File: src/rtl/gfbu_pkg.sv
// shared types, constants and the field width table of the frame unpacker
// used by gfbu_ctrl, gfbu_datapath and gsm_frame_bitstream_unpacker_core
package gfbu_pkg;

   localparam int WORD_BITS = 32;
   localparam int CNT_BITS = 6;
   localparam int POS_BITS = 7;
   localparam int VAL_BITS = 7;

   localparam logic [POS_BITS-1:0] NUM_FIELDS = 7'd76;
   localparam logic [POS_BITS-1:0] POS_FLAG = 7'd76;
   localparam logic [POS_BITS-1:0] POS_SILENT = 7'd77;
   localparam logic [POS_BITS-1:0] POS_CODED = 7'd78;
   localparam logic [POS_BITS-1:0] LAST_FIELD = 7'd75;

   localparam logic KIND_CODED = 1'b0;
   localparam logic KIND_SILENT = 1'b1;

   localparam logic [2:0] FIELD_BITS [0:75] = '{
      3'd6, 3'd6, 3'd5, 3'd5, 3'd4, 3'd4, 3'd3, 3'd3,
      3'd7, 3'd2, 3'd2, 3'd6, 3'd3, 3'd3, 3'd3, 3'd3, 3'd3,
      3'd3, 3'd3, 3'd3, 3'd3, 3'd3, 3'd3, 3'd3, 3'd3,
      3'd7, 3'd2, 3'd2, 3'd6, 3'd3, 3'd3, 3'd3, 3'd3, 3'd3,
      3'd3, 3'd3, 3'd3, 3'd3, 3'd3, 3'd3, 3'd3, 3'd3,
      3'd7, 3'd2, 3'd2, 3'd6, 3'd3, 3'd3, 3'd3, 3'd3, 3'd3,
      3'd3, 3'd3, 3'd3, 3'd3, 3'd3, 3'd3, 3'd3, 3'd3,
      3'd7, 3'd2, 3'd2, 3'd6, 3'd3, 3'd3, 3'd3, 3'd3, 3'd3,
      3'd3, 3'd3, 3'd3, 3'd3, 3'd3, 3'd3, 3'd3, 3'd3
   };

   typedef struct packed {
      logic load;
      logic step;
      logic flush;
   } cmd_type;

   typedef struct packed {
      logic count_zero;
      logic result_next;
      logic pend_valid;
      logic out_free;
   } status_type;

   typedef struct packed {
      logic kind;
      logic [POS_BITS-1:0] index;
      logic [VAL_BITS-1:0] value;
      logic [4:0] silent;
      logic fend;
   } result_type;

   function automatic logic [2:0] field_width(input logic [POS_BITS-1:0] p);
      logic [2:0] w;
      if (p < NUM_FIELDS) begin
         w = FIELD_BITS[p];
      end else if (p == POS_SILENT) begin
         w = 3'd4;
      end else if (p == POS_CODED) begin
         w = 3'd7;
      end else begin
         w = 3'd1;
      end
      return w;
   endfunction

endpackage

File: src/rtl/gfbu_ctrl.sv
// sequencer of the frame unpacker: word intake, field steps and the final flush
// depends on gfbu_pkg for the command and status structs
module gfbu_ctrl (
   input  logic                 clock,
   input  logic                 reset,
   input  logic                 req_valid,
   output logic                 req_stall,
   input  gfbu_pkg::status_type status,
   output gfbu_pkg::cmd_type    cmd
);
   import gfbu_pkg::*;

   localparam logic [1:0] ST_IDLE = 2'd0;
   localparam logic [1:0] ST_PARSE = 2'd1;
   localparam logic [1:0] ST_FLUSH = 2'd2;

   logic [1:0] state_ff, state_in;

   always_comb begin
      state_in = state_ff;
      cmd = '0;
      req_stall = 1'b1;
      unique case (state_ff)
         ST_IDLE: begin
            req_stall = 1'b0;
            if (req_valid) begin
               cmd.load = 1'b1;
               state_in = ST_PARSE;
            end
         end
         ST_PARSE: begin
            if (status.count_zero) begin
               state_in = ST_FLUSH;
            end else if (!(status.result_next && status.pend_valid && !status.out_free)) begin
               cmd.step = 1'b1;
            end
         end
         ST_FLUSH: begin
            if (!status.pend_valid) begin
               state_in = ST_IDLE;
            end else if (status.out_free) begin
               cmd.flush = 1'b1;
               state_in = ST_IDLE;
            end
         end
         default: begin
            state_in = ST_IDLE;
         end
      endcase
   end

   always_ff @(posedge clock) begin
      if (reset) begin
         state_ff <= ST_IDLE;
      end else begin
         state_ff <= state_in;
      end
   end

endmodule

File: src/rtl/gfbu_datapath.sv
// bit buffer, field parser, pending result slot and output register
// depends on gfbu_pkg for the width table, position codes and structs
module gfbu_datapath (
   input  logic                 clock,
   input  logic                 reset,
   input  gfbu_pkg::cmd_type    cmd,
   output gfbu_pkg::status_type status,
   input  logic [31:0]          req_stream_word,
   output logic                 rsp_valid,
   input  logic                 rsp_stall,
   output logic                 rsp_kind,
   output logic [6:0]           rsp_field_index,
   output logic [6:0]           rsp_field_value,
   output logic [4:0]           rsp_silent_frames,
   output logic                 rsp_frame_end,
   output logic                 rsp_word_end
);
   import gfbu_pkg::*;

   logic [WORD_BITS-1:0] shreg_ff, shreg_in;
   logic [CNT_BITS-1:0]  count_ff, count_in;
   logic [POS_BITS-1:0]  pos_ff, pos_in;
   logic [VAL_BITS-1:0]  partial_ff, partial_in;
   logic [2:0]           pc_ff, pc_in;
   logic [7:0]           frames_ff, frames_in;
   logic                 pend_valid_ff, pend_valid_in;
   result_type           pend_ff, pend_in;
   logic                 out_valid_ff, out_valid_in;
   result_type           out_ff, out_in;
   logic                 out_wend_ff, out_wend_in;

   logic [POS_BITS-1:0] p_eff;
   logic [2:0]          need;
   logic [2:0]          take;
   logic [VAL_BITS-1:0] take_mask;
   logic [VAL_BITS-1:0] partial_new;
   logic                complete;
   logic                result_next;
   logic                out_free;
   logic [7:0]          frames_dec;
   result_type          new_res;

   assign p_eff = (pos_ff > POS_CODED) ? POS_FLAG : pos_ff;
   assign need = field_width(p_eff) - pc_ff;
   assign take = (count_ff < {3'b000, need}) ? count_ff[2:0] : need;
   assign take_mask = VAL_BITS'(~(8'hFF << take));
   assign partial_new = partial_ff | VAL_BITS'((shreg_ff[VAL_BITS-1:0] & take_mask) << pc_ff);
   assign complete = (take == need);
   assign result_next = complete && (p_eff != POS_FLAG) && (p_eff != POS_CODED);
   assign out_free = !out_valid_ff || !rsp_stall;
   assign frames_dec = frames_ff - 8'd1;

   assign status.count_zero = (count_ff == '0);
   assign status.result_next = result_next;
   assign status.pend_valid = pend_valid_ff;
   assign status.out_free = out_free;

   always_comb begin
      new_res = '0;
      if (p_eff == POS_SILENT) begin
         new_res.kind = KIND_SILENT;
         new_res.silent = {1'b0, partial_new[3:0]} + 5'd1;
         new_res.fend = 1'b1;
      end else begin
         new_res.kind = KIND_CODED;
         new_res.index = p_eff;
         new_res.value = partial_new;
         new_res.fend = (p_eff == LAST_FIELD);
      end
   end

   always_comb begin
      shreg_in = shreg_ff;
      count_in = count_ff;
      pos_in = pos_ff;
      partial_in = partial_ff;
      pc_in = pc_ff;
      frames_in = frames_ff;
      pend_valid_in = pend_valid_ff;
      pend_in = pend_ff;
      out_valid_in = out_valid_ff && rsp_stall;
      out_in = out_ff;
      out_wend_in = out_wend_ff;

      if (cmd.load) begin
         shreg_in = req_stream_word;
         count_in = CNT_BITS'(WORD_BITS);
      end

      if (cmd.step) begin
         shreg_in = shreg_ff >> take;
         count_in = count_ff - {3'b000, take};
         if (!complete) begin
            partial_in = partial_new;
            pc_in = pc_ff + take;
            pos_in = p_eff;
         end else begin
            partial_in = '0;
            pc_in = '0;
            if (p_eff == POS_FLAG) begin
               pos_in = (partial_new[0]) ? POS_SILENT : POS_CODED;
            end else if (p_eff == POS_SILENT) begin
               pos_in = POS_FLAG;
            end else if (p_eff == POS_CODED) begin
               frames_in = {1'b0, partial_new} + 8'd1;
               pos_in = '0;
            end else if (p_eff == LAST_FIELD) begin
               frames_in = frames_dec;
               pos_in = (frames_dec != '0) ? '0 : POS_FLAG;
            end else begin
               pos_in = p_eff + 7'd1;
            end
            if (result_next) begin
               pend_in = new_res;
               pend_valid_in = 1'b1;
               if (pend_valid_ff) begin
                  out_in = pend_ff;
                  out_wend_in = 1'b0;
                  out_valid_in = 1'b1;
               end
            end
         end
      end

      if (cmd.flush) begin
         out_in = pend_ff;
         out_wend_in = 1'b1;
         out_valid_in = 1'b1;
         pend_valid_in = 1'b0;
      end
   end

   always_ff @(posedge clock) begin
      if (reset) begin
         count_ff <= '0;
         pos_ff <= POS_FLAG;
         partial_ff <= '0;
         pc_ff <= '0;
         frames_ff <= '0;
         pend_valid_ff <= 1'b0;
         out_valid_ff <= 1'b0;
      end else begin
         count_ff <= count_in;
         pos_ff <= pos_in;
         partial_ff <= partial_in;
         pc_ff <= pc_in;
         frames_ff <= frames_in;
         pend_valid_ff <= pend_valid_in;
         out_valid_ff <= out_valid_in;
      end
   end

   always_ff @(posedge clock) begin
      shreg_ff <= shreg_in;
      pend_ff <= pend_in;
      out_ff <= out_in;
      out_wend_ff <= out_wend_in;
   end

   assign rsp_valid = out_valid_ff;
   assign rsp_kind = out_ff.kind;
   assign rsp_field_index = out_ff.index;
   assign rsp_field_value = out_ff.value;
   assign rsp_silent_frames = out_ff.silent;
   assign rsp_frame_end = out_ff.fend;
   assign rsp_word_end = out_wend_ff;

endmodule

File: src/rtl/gsm_frame_bitstream_unpacker_core.sv
// top level of the gsm full-rate frame unpacker
// depends on gfbu_pkg, gfbu_ctrl and gfbu_datapath
//
// Takes 32-bit stream words, reads them lsb first as one bitstream and gives
// one word per parameter field of each coded frame, or one word per silent
// run carrying its length. Each cycle that parsing is not halted, the parser
// reads one whole field or header item, or the part of it left in the current
// stream word. Around these steps the word is first taken in, then its bits
// are seen to be used up and then its last result is handed over. A new
// stream word is taken only once the previous one is fully parsed. The last
// result of a word is held back one step so that rsp_word_end can be set on
// it; a stalled output register halts parsing only when a further result is
// ready.
module gsm_frame_bitstream_unpacker_core (
   input  logic        clock,
   input  logic        reset,
   input  logic        req_valid,
   output logic        req_stall,
   input  logic [31:0] req_stream_word,
   output logic        rsp_valid,
   input  logic        rsp_stall,
   output logic        rsp_kind,
   output logic [6:0]  rsp_field_index,
   output logic [6:0]  rsp_field_value,
   output logic [4:0]  rsp_silent_frames,
   output logic        rsp_frame_end,
   output logic        rsp_word_end
);
   import gfbu_pkg::*;

   cmd_type    cmd;
   status_type status;

   gfbu_ctrl u_ctrl (
      .clock     (clock),
      .reset     (reset),
      .req_valid (req_valid),
      .req_stall (req_stall),
      .status    (status),
      .cmd       (cmd)
   );

   gfbu_datapath u_datapath (
      .clock             (clock),
      .reset             (reset),
      .cmd               (cmd),
      .status            (status),
      .req_stream_word   (req_stream_word),
      .rsp_valid         (rsp_valid),
      .rsp_stall         (rsp_stall),
      .rsp_kind          (rsp_kind),
      .rsp_field_index   (rsp_field_index),
      .rsp_field_value   (rsp_field_value),
      .rsp_silent_frames (rsp_silent_frames),
      .rsp_frame_end     (rsp_frame_end),
      .rsp_word_end      (rsp_word_end)
   );

   a_step_has_bits: assert property (@(posedge clock) disable iff (reset)
      cmd.step |-> !status.count_zero)
      else $error("parse step with no bits left");

   a_load_clean: assert property (@(posedge clock) disable iff (reset)
      cmd.load |-> !status.pend_valid)
      else $error("new word taken with a result still pending");

   a_flush_free: assert property (@(posedge clock) disable iff (reset)
      cmd.flush |-> (status.out_free && !cmd.step && !cmd.load))
      else $error("flush into a busy output register");

   a_silent_ends_frame: assert property (@(posedge clock) disable iff (reset)
      (rsp_valid && rsp_kind) |-> (rsp_frame_end && rsp_silent_frames != 5'd0))
      else $error("silent run result malformed");

endmodule

File: config.mk
export PLATFORM = sky130hd
export DESIGN_NAME = gsm_frame_bitstream_unpacker_core
export DESIGN_NICKNAME = d
export VERILOG_FILES = /design/src/rtl/gfbu_pkg.sv /design/src/rtl/gfbu_ctrl.sv /design/src/rtl/gfbu_datapath.sv /design/src/rtl/gsm_frame_bitstream_unpacker_core.sv
export SDC_FILE = /design/constraint.sdc
export NUM_CORES = 1
export LEC_CHECK = 0
export BUFFER_PORTS_ARGS = -buffer_cell sky130_fd_sc_hd__buf_2
export CAP_MARGIN = 20
export CORE_MARGIN = 2
export CORE_UTILIZATION = 55
export CTS_CLUSTER_DIAMETER = 150
export DETAILED_ROUTE_END_ITERATION = 8
export PLACE_DENSITY = 0.74
export RECOVER_POWER = 25
export SYNTH_ARGS = -nofsm -noshare
export SYNTH_HDL_FRONTEND = slang
export SYNTH_SLANG_ARGS = --single-unit
File: constraint.sdc
create_clock -name clock -period 8.85 [get_ports clock]
set_input_delay 1.77 -clock clock [delete_from_list [all_inputs] [get_ports clock]]
set_output_delay 1.77 -clock clock [all_outputs]
set_load 0.02 [all_outputs]
==> results of run 1 <==
[logic make-up (layout without fill, tap and decap cells)]
family          Yosys count  after routing  share of synthesized area, %
mux                      64             64                          9.02
compound gates          186            186                          18.0
xor+xnor                 12             12                          1.57
fa+ha+maj                19             19                          3.53
simple gates            326            326                          22.2
buf+inv                  72            109                          4.61
flops                   110            110                          41.1
[final timing paths]
path | cells after the start | start | end
max | 28 | u_datapath.pos_ff[4] | u_datapath.count_ff[4]
min | 0 | u_datapath.pend_ff[15] | u_datapath.rsp_field_index[2]
max reg2reg | 28 | u_datapath.pos_ff[4] | u_datapath.count_ff[4]
min reg2reg | 0 | u_datapath.pend_ff[15] | u_datapath.rsp_field_index[2]
[state kept, by name (all words and copies together), names as in the netlist]
name                          cells
u_datapath.pend_valid_ff          1
u_datapath.pos_ff                 7
u_datapath.rsp_word_end           1
u_datapath.rsp_field_index        7
u_datapath.pc_ff                  3
u_datapath.rsp_silent_frames      5
u_datapath.frames_ff              8
u_datapath.pend_ff               21
u_datapath.shreg_ff              32
u_datapath.rsp_kind               1
u_datapath.rsp_valid              1
u_datapath.rsp_frame_end          1
u_ctrl.state_ff                   2
u_datapath.count_ff               6
u_datapath.partial_ff             7
u_datapath.rsp_field_value        7
[layer usage]
metal | track usage (%) | vias to the layer above | routed length [µm]
met1 | 34.7 | 2906 | 8060
met2 | 41.9 | 243 | 8570
li1 | - | 2971 | -
met4 | 10.8 | 0 | 498
met5 | 0 | - | 0
met3 | 3.49 | 44 | 977
[cell usage in the layout, fill, tap and decap left out, types with 7 or more instances in the layout]
cell type and count:
and3_1 8, a21o_1 7, ha_1 17, a31oi_1 29, edfxtp_1 74, nand2_1 112
clkbuf_1 25, dfxtp_1 36, nor2_1 98, nand4_1 10, a211oi_1 8, nor4_1 7
a21oi_1 42, nand3_1 22, buf_2 34, mux2i_1 60, inv_1 27, or3_1 7
o21ai_0 35, o211ai_1 7, clkbuf_16 9, nor3_1 16
[power by group through the flow]
stage               combinational (mW)  clock [mW]  sequential (mW)
floorplan                        0.592           0            0.629
global placement                 0.715           0            0.644
detailed placement               0.729           0            0.646
CTS                              0.734       0.432            0.634
global route                     0.815       0.453            0.639
finish                           0.743       0.425            0.635
[final cells by class]
cell class	instances	area, µm²
Fill cell	1101	4860
Multi-Input combinational cell	607	3920
Sequential cell	110	2940
Timing Repair Buffer	65	309
Clock buffer	9	225
Tap cell	172	215
Inverter	28	105
Clock inverter	7	93.8
[through the flow]
step,instances,utilization [%],instance area [µm²],power (mW),setup WS (ns)
floorplan,789,-,7160,1.22,2.19
global placement,982,59.4,7520,1.36,2.42
detailed placement,982,59.4,7520,1.37,2.27
CTS,998,61.9,7840,1.80,2.17
global route,998,61.6,7810,1.91,1.46
finish,998,61.6,7810,1.80,2.07
==> reports/qor.yml, run 1 <==
timing:
  fin_setup_tns_ns: 0
  holdWs_ns: 0.423
  tightest_slew_ns: 1.45
  maxSlewHeadroom_pct: 3.45
  fmax_ghz: 0.148
  finalCriticalPeriod_ns: 6.78
  finalMaxSlewViolations: 0
  hold_violations: 0
  min_period_over_period_pct: 76.6
  rsz0062_at_grt: "false"
  fin_skew_ns: 0.0142
  setup_violations: 0
route:
  vias_per_cell: 6.18
  drtIter0Drc: 431
  dr.pass1.iters: 5
  wl_per_cell_um: 18.2
  drc: 0
  vias: 6164
  drtAntennaViolNets: 0
  drt-total-wl_um: 18100
cells_and_area:
  syn_to_final_growth_pct: 9.11
  fin_nets: 876
  insertedDiodeCount: 0
  drive_gt1_share_pct: 11.6
yosys:
  synth_top_area_cell: "edfxtp_1"
  synth_top_area_share_pct: 31.0
  ys_ff_latch: 110
  synth_most_common_cell: "nand2_1"
  synth-edff-count: 74
  ys_seq_area_share_pct: 41.1
  synth_common_cells: "112 x nand2_1, 98 x nor2_1, 74 x edfxtp_1"
  synthTopCellsByArea: "edfxtp_1 31%, dfxtp_1 10%, mux2i_1 8.4%"
  yosys_warnings: 0
  syn-cell-area_um2: 7160
  yosysUniqueCellTypes: 87
  synth-main-ff-cell: "edfxtp_1"
  synthCells: 789
  syn_avg_cell_area_um2: 9.07
  synth_nets: 844
  async_flop_share_pct: 0
die:
  dieHeight_um: 118
  dieArea_um2: 13900
  die_w_um: 118
  start_util_pct: 56.5
  num_rows: 41
  coreArea_um2: 12700
  ios: 60
worst_hold_path:
  hp-class: "register to register"
global_routing:
  grt_pass1_vias: 5936
  track_usage_pct: 25.8
  grt_max_degree: 41
  grt_pass1_wl_um: 29400
  antenna_found_initial: 0
  gr-total-overflow: 0
critical_path:
  worst_path_most_repeated_cell: "ha_1"
  crit_buf_inv: 3
  start_kind: "register"
  worst-r2r-setup-slack_ns: 2.07
  required_ns: 9.14
  end_kind: "register"
  crit_slowest_cell: "and2_2"
  path_max_fanout: 36
  cpPeakStageDelay_ns: 0.87
  critPathKind: "register to register"
  path_delay_family: "adder cells"
  arrival_ns: 7.07
pwr:
  vdd_drop_max_v: 0.000159
  netSwitchingPower_uw: 719
  comb_power_share_pct: 41.2
  clkPwrFrac_pct: 23.5
  cellPowerDensity_nw_per_um2: 231
  seqPwrFrac_pct: 35.2
  internal_power_mw: 1.08
  leakage_nw: 3.15
  sw_frac_of_total_pct: 39.9
clock_tree:
  clkTransAtPathRegs_ns: 0.08
  clockBufferDepth: 2
  root_buffer: "clkbuf_16"
  cts_tree: "done"
  cts.sinks: 110
  cts_setup_buffers: 0
  cts_buffers: 9
  cts.repair.resized: 0
  clock_latency_ns: 0.37
  htree_num_levels: 3
  hold_buffers: 0
place:
  portBuffers: 59
  gp_congestion: 0.960
  dp_hpwl_um: 12900
run_status:
  outcome: "finished clean"
flow_run:
  maxCapViolCount: 0
No activity file was read; power rests on OpenSTA's default activity.
==> run 2, diff against run 1 <==
--- a/config.mk
+++ b/config.mk
@@ -11,7 +11,7 @@
 export CORE_UTILIZATION = 55
 export CTS_CLUSTER_DIAMETER = 150
 export DETAILED_ROUTE_END_ITERATION = 8
-export PLACE_DENSITY = 0.74
+export PLACE_DENSITY = 0.77
 export RECOVER_POWER = 25
 export SYNTH_ARGS = -nofsm -noshare
 export SYNTH_HDL_FRONTEND = slang
==> constraint.sdc (replaced) <==
create_clock -name clock -period 6.2 [get_ports clock]
set_input_delay 1.24 -clock clock [delete_from_list [all_inputs] [get_ports clock]]
set_output_delay 1.24 -clock clock [all_outputs]
set_load 0.02 [all_outputs]
==> run 2 against run 1 <==
  * Clock skew fell by 0.0042 ns
  * Setup slack worse by 1.5 ns
  * Global-route usage hardly changed
  * Critical endpoint is now u_datapath.shreg_ff[0]
  * Combinational power is 47% higher
==> reports/qor.yml, run 2 (synthesis results as in run 1) <==
run_status:
  outcome: "finished clean"
cells_and_area:
  largest_register: "u_datapath.shreg_ff"
  largest_reg_flops: 32
  drive_gt1_share_pct: 13.8
  postLayoutCellArea_um2: 7950
  syn_to_final_growth_pct: 11.1
  mostFrequentLayoutCells: "111 x nand2_1, 97 x nor2_1, 74 x edfxtp_1"
  layout_commonest_cell: "nand2_1"
  fin_nets: 895
  reg_top3: "u_datapath.shreg_ff (32), u_datapath.pend_ff (21), u_datapath.frames_ff (8)"
  insertedDiodeCount: 0
place:
  portBuffers: 59
  placed_area_um2: 7680
  gp_congestion: 0.961
  dp_hpwl_um: 13400
global_routing:
  antenna_found_initial: 1
  grt_pass1_wl_um: 29100
  track_usage_pct: 25.8
  grt_pass1_vias: 5900
  gr-total-overflow: 0
  grt_max_degree: 46
route:
  drt-total-wl_um: 18000
  vias: 6317
  drtIter0Drc: 569
  drc: 0
  vias_per_cell: 6.21
  drtAntennaViolNets: 0
  dr.pass1.iters: 5
  wl_per_cell_um: 17.7
critical_path:
  cpPeakStageDelay_ns: 0.52
  path_delay_family: "compound AO/OA/AOI/OAI gates"
  path_max_fanout: 16
  crit_slowest_cell: "fa_1"
  crit_buf_inv: 3
  end_kind: "register"
  required_ns: 6.31
  arrival_ns: 5.78
  worst-r2r-setup-slack_ns: 0.52
  start_kind: "register"
  critPathKind: "register to register"
  worst_path_most_repeated_cell: "o21ai_0"
clock_tree:
  clock_latency_ns: 0.36
  cts.sinks: 110
  htree_num_levels: 3
  clockBufferDepth: 2
  clkTransAtPathRegs_ns: 0.08
  cts_tree: "done"
  root_buffer: "clkbuf_16"
  cts_buffers: 9
die:
  start_util_pct: 56.5
  num_rows: 41
  die_w_um: 118
  dieArea_um2: 13900
  coreArea_um2: 12700
  dieHeight_um: 118
  ios: 60
timing:
  setup_violations: 0
  finalCriticalPeriod_ns: 5.68
  hold_violations: 0
  fin_skew_ns: 0.00999
  finalMaxSlewViolations: 0
  fmax_ghz: 0.176
  min_period_over_period_pct: 91.6
  tightest_slew_ns: 0.719
  rsz0062_at_grt: "false"
  maxSlewHeadroom_pct: 51.8
  fin_setup_tns_ns: 0
pwr:
  vdd_drop_max_v: 0.000193
  cellPowerDensity_nw_per_um2: 323
  leakage_nw: 3.24
worst_hold_path:
  hp-class: "register to register"
flow_run:
  maxCapViolCount: 0
[run 2: layout make-up]
cell class / count / area (µm²)
sequential: 110 / 2940
tap: 172 / 215
inverter: 28 / 105
fill: 1095 / 4720
clock buffer: 9 / 225
clock inverter: 7 / 67.6
timing repair buffer: 84 / 463
multi-input combinational: 607 / 3930
[run 2: worst paths after layout]
check / from / cells past startpoint / to
hold reg to reg: u_datapath.pend_ff[2] / 0 / u_datapath.rsp_silent_frames[1]
setup reg to reg: u_datapath.pos_ff[4] / 25 / u_datapath.shreg_ff[0]
hold / removal: u_datapath.pend_ff[2] / 0 / u_datapath.rsp_silent_frames[1]
setup / recovery: u_datapath.pos_ff[4] / 25 / u_datapath.shreg_ff[0]
[run 2: stage by stage]
step	hold WS, ns	worst slack, ns	std cells	util (%)	power [mW]
finish	0.421	0.521	1017	62.7	2.57
global route	0.428	0.0815	1017	62.7	2.72
CTS	0.422	0.357	1017	62.9	2.56
detailed placement	0.405	0.402	1001	60.6	1.99
global placement	0.400	0.643	1001	60.6	1.97
floorplan	0.400	0.100	789	-	1.75
[run 2: what timing repair did]
action                                  in CTS  in global routing
hold buffers                                 0                  0
gates resized for setup                      0                  5
buffers inserted                             0                  0
endpoints found under the setup margin       0                 48
[run 2: layer usage]
layer | share of wire [%] | global-route usage [%] | up-vias
met2 | 47 | 40.5 | 258
li1 | - | - | 3016
met5 | 0 | 0 | -
met3 | 6.4 | 4.26 | 49
met4 | 3.2 | 12.1 | 0
met1 | 43 | 34.8 | 2994
[run 2: report_power, final]
group | switching [mW] | total [mW] | internal, mW
Sequential | 0.0536 | 0.908 | 0.855
Combinational | 0.664 | 1.09 | 0.427
Clock | 0.286 | 0.568 | 0.282
[run 2: worst register-to-register path, stage by stage (launching register included)]
cell and delay (ns):
dfxtp_1 0.32, nor2_2 0.18, o21ai_0 0.13, nand2_2 0.16, nand2_1 0.16, inv_1 0.21
ha_1 0.28, inv_1 0.07, ha_1 0.17, a21oi_1 0.12, a21oi_1 0.08, a21oi_1 0.13
o21ai_0 0.11, ha_1 0.22, fa_1 0.52, ha_1 0.37, o21ai_0 0.21, nand2_1 0.17
a21o_1 0.23, mux2i_2 0.22, a21oi_4 0.36, buf_6 0.28, mux2i_1 0.31, mux2i_1 0.14
o21ai_0 0.17, o21ai_0 0.10
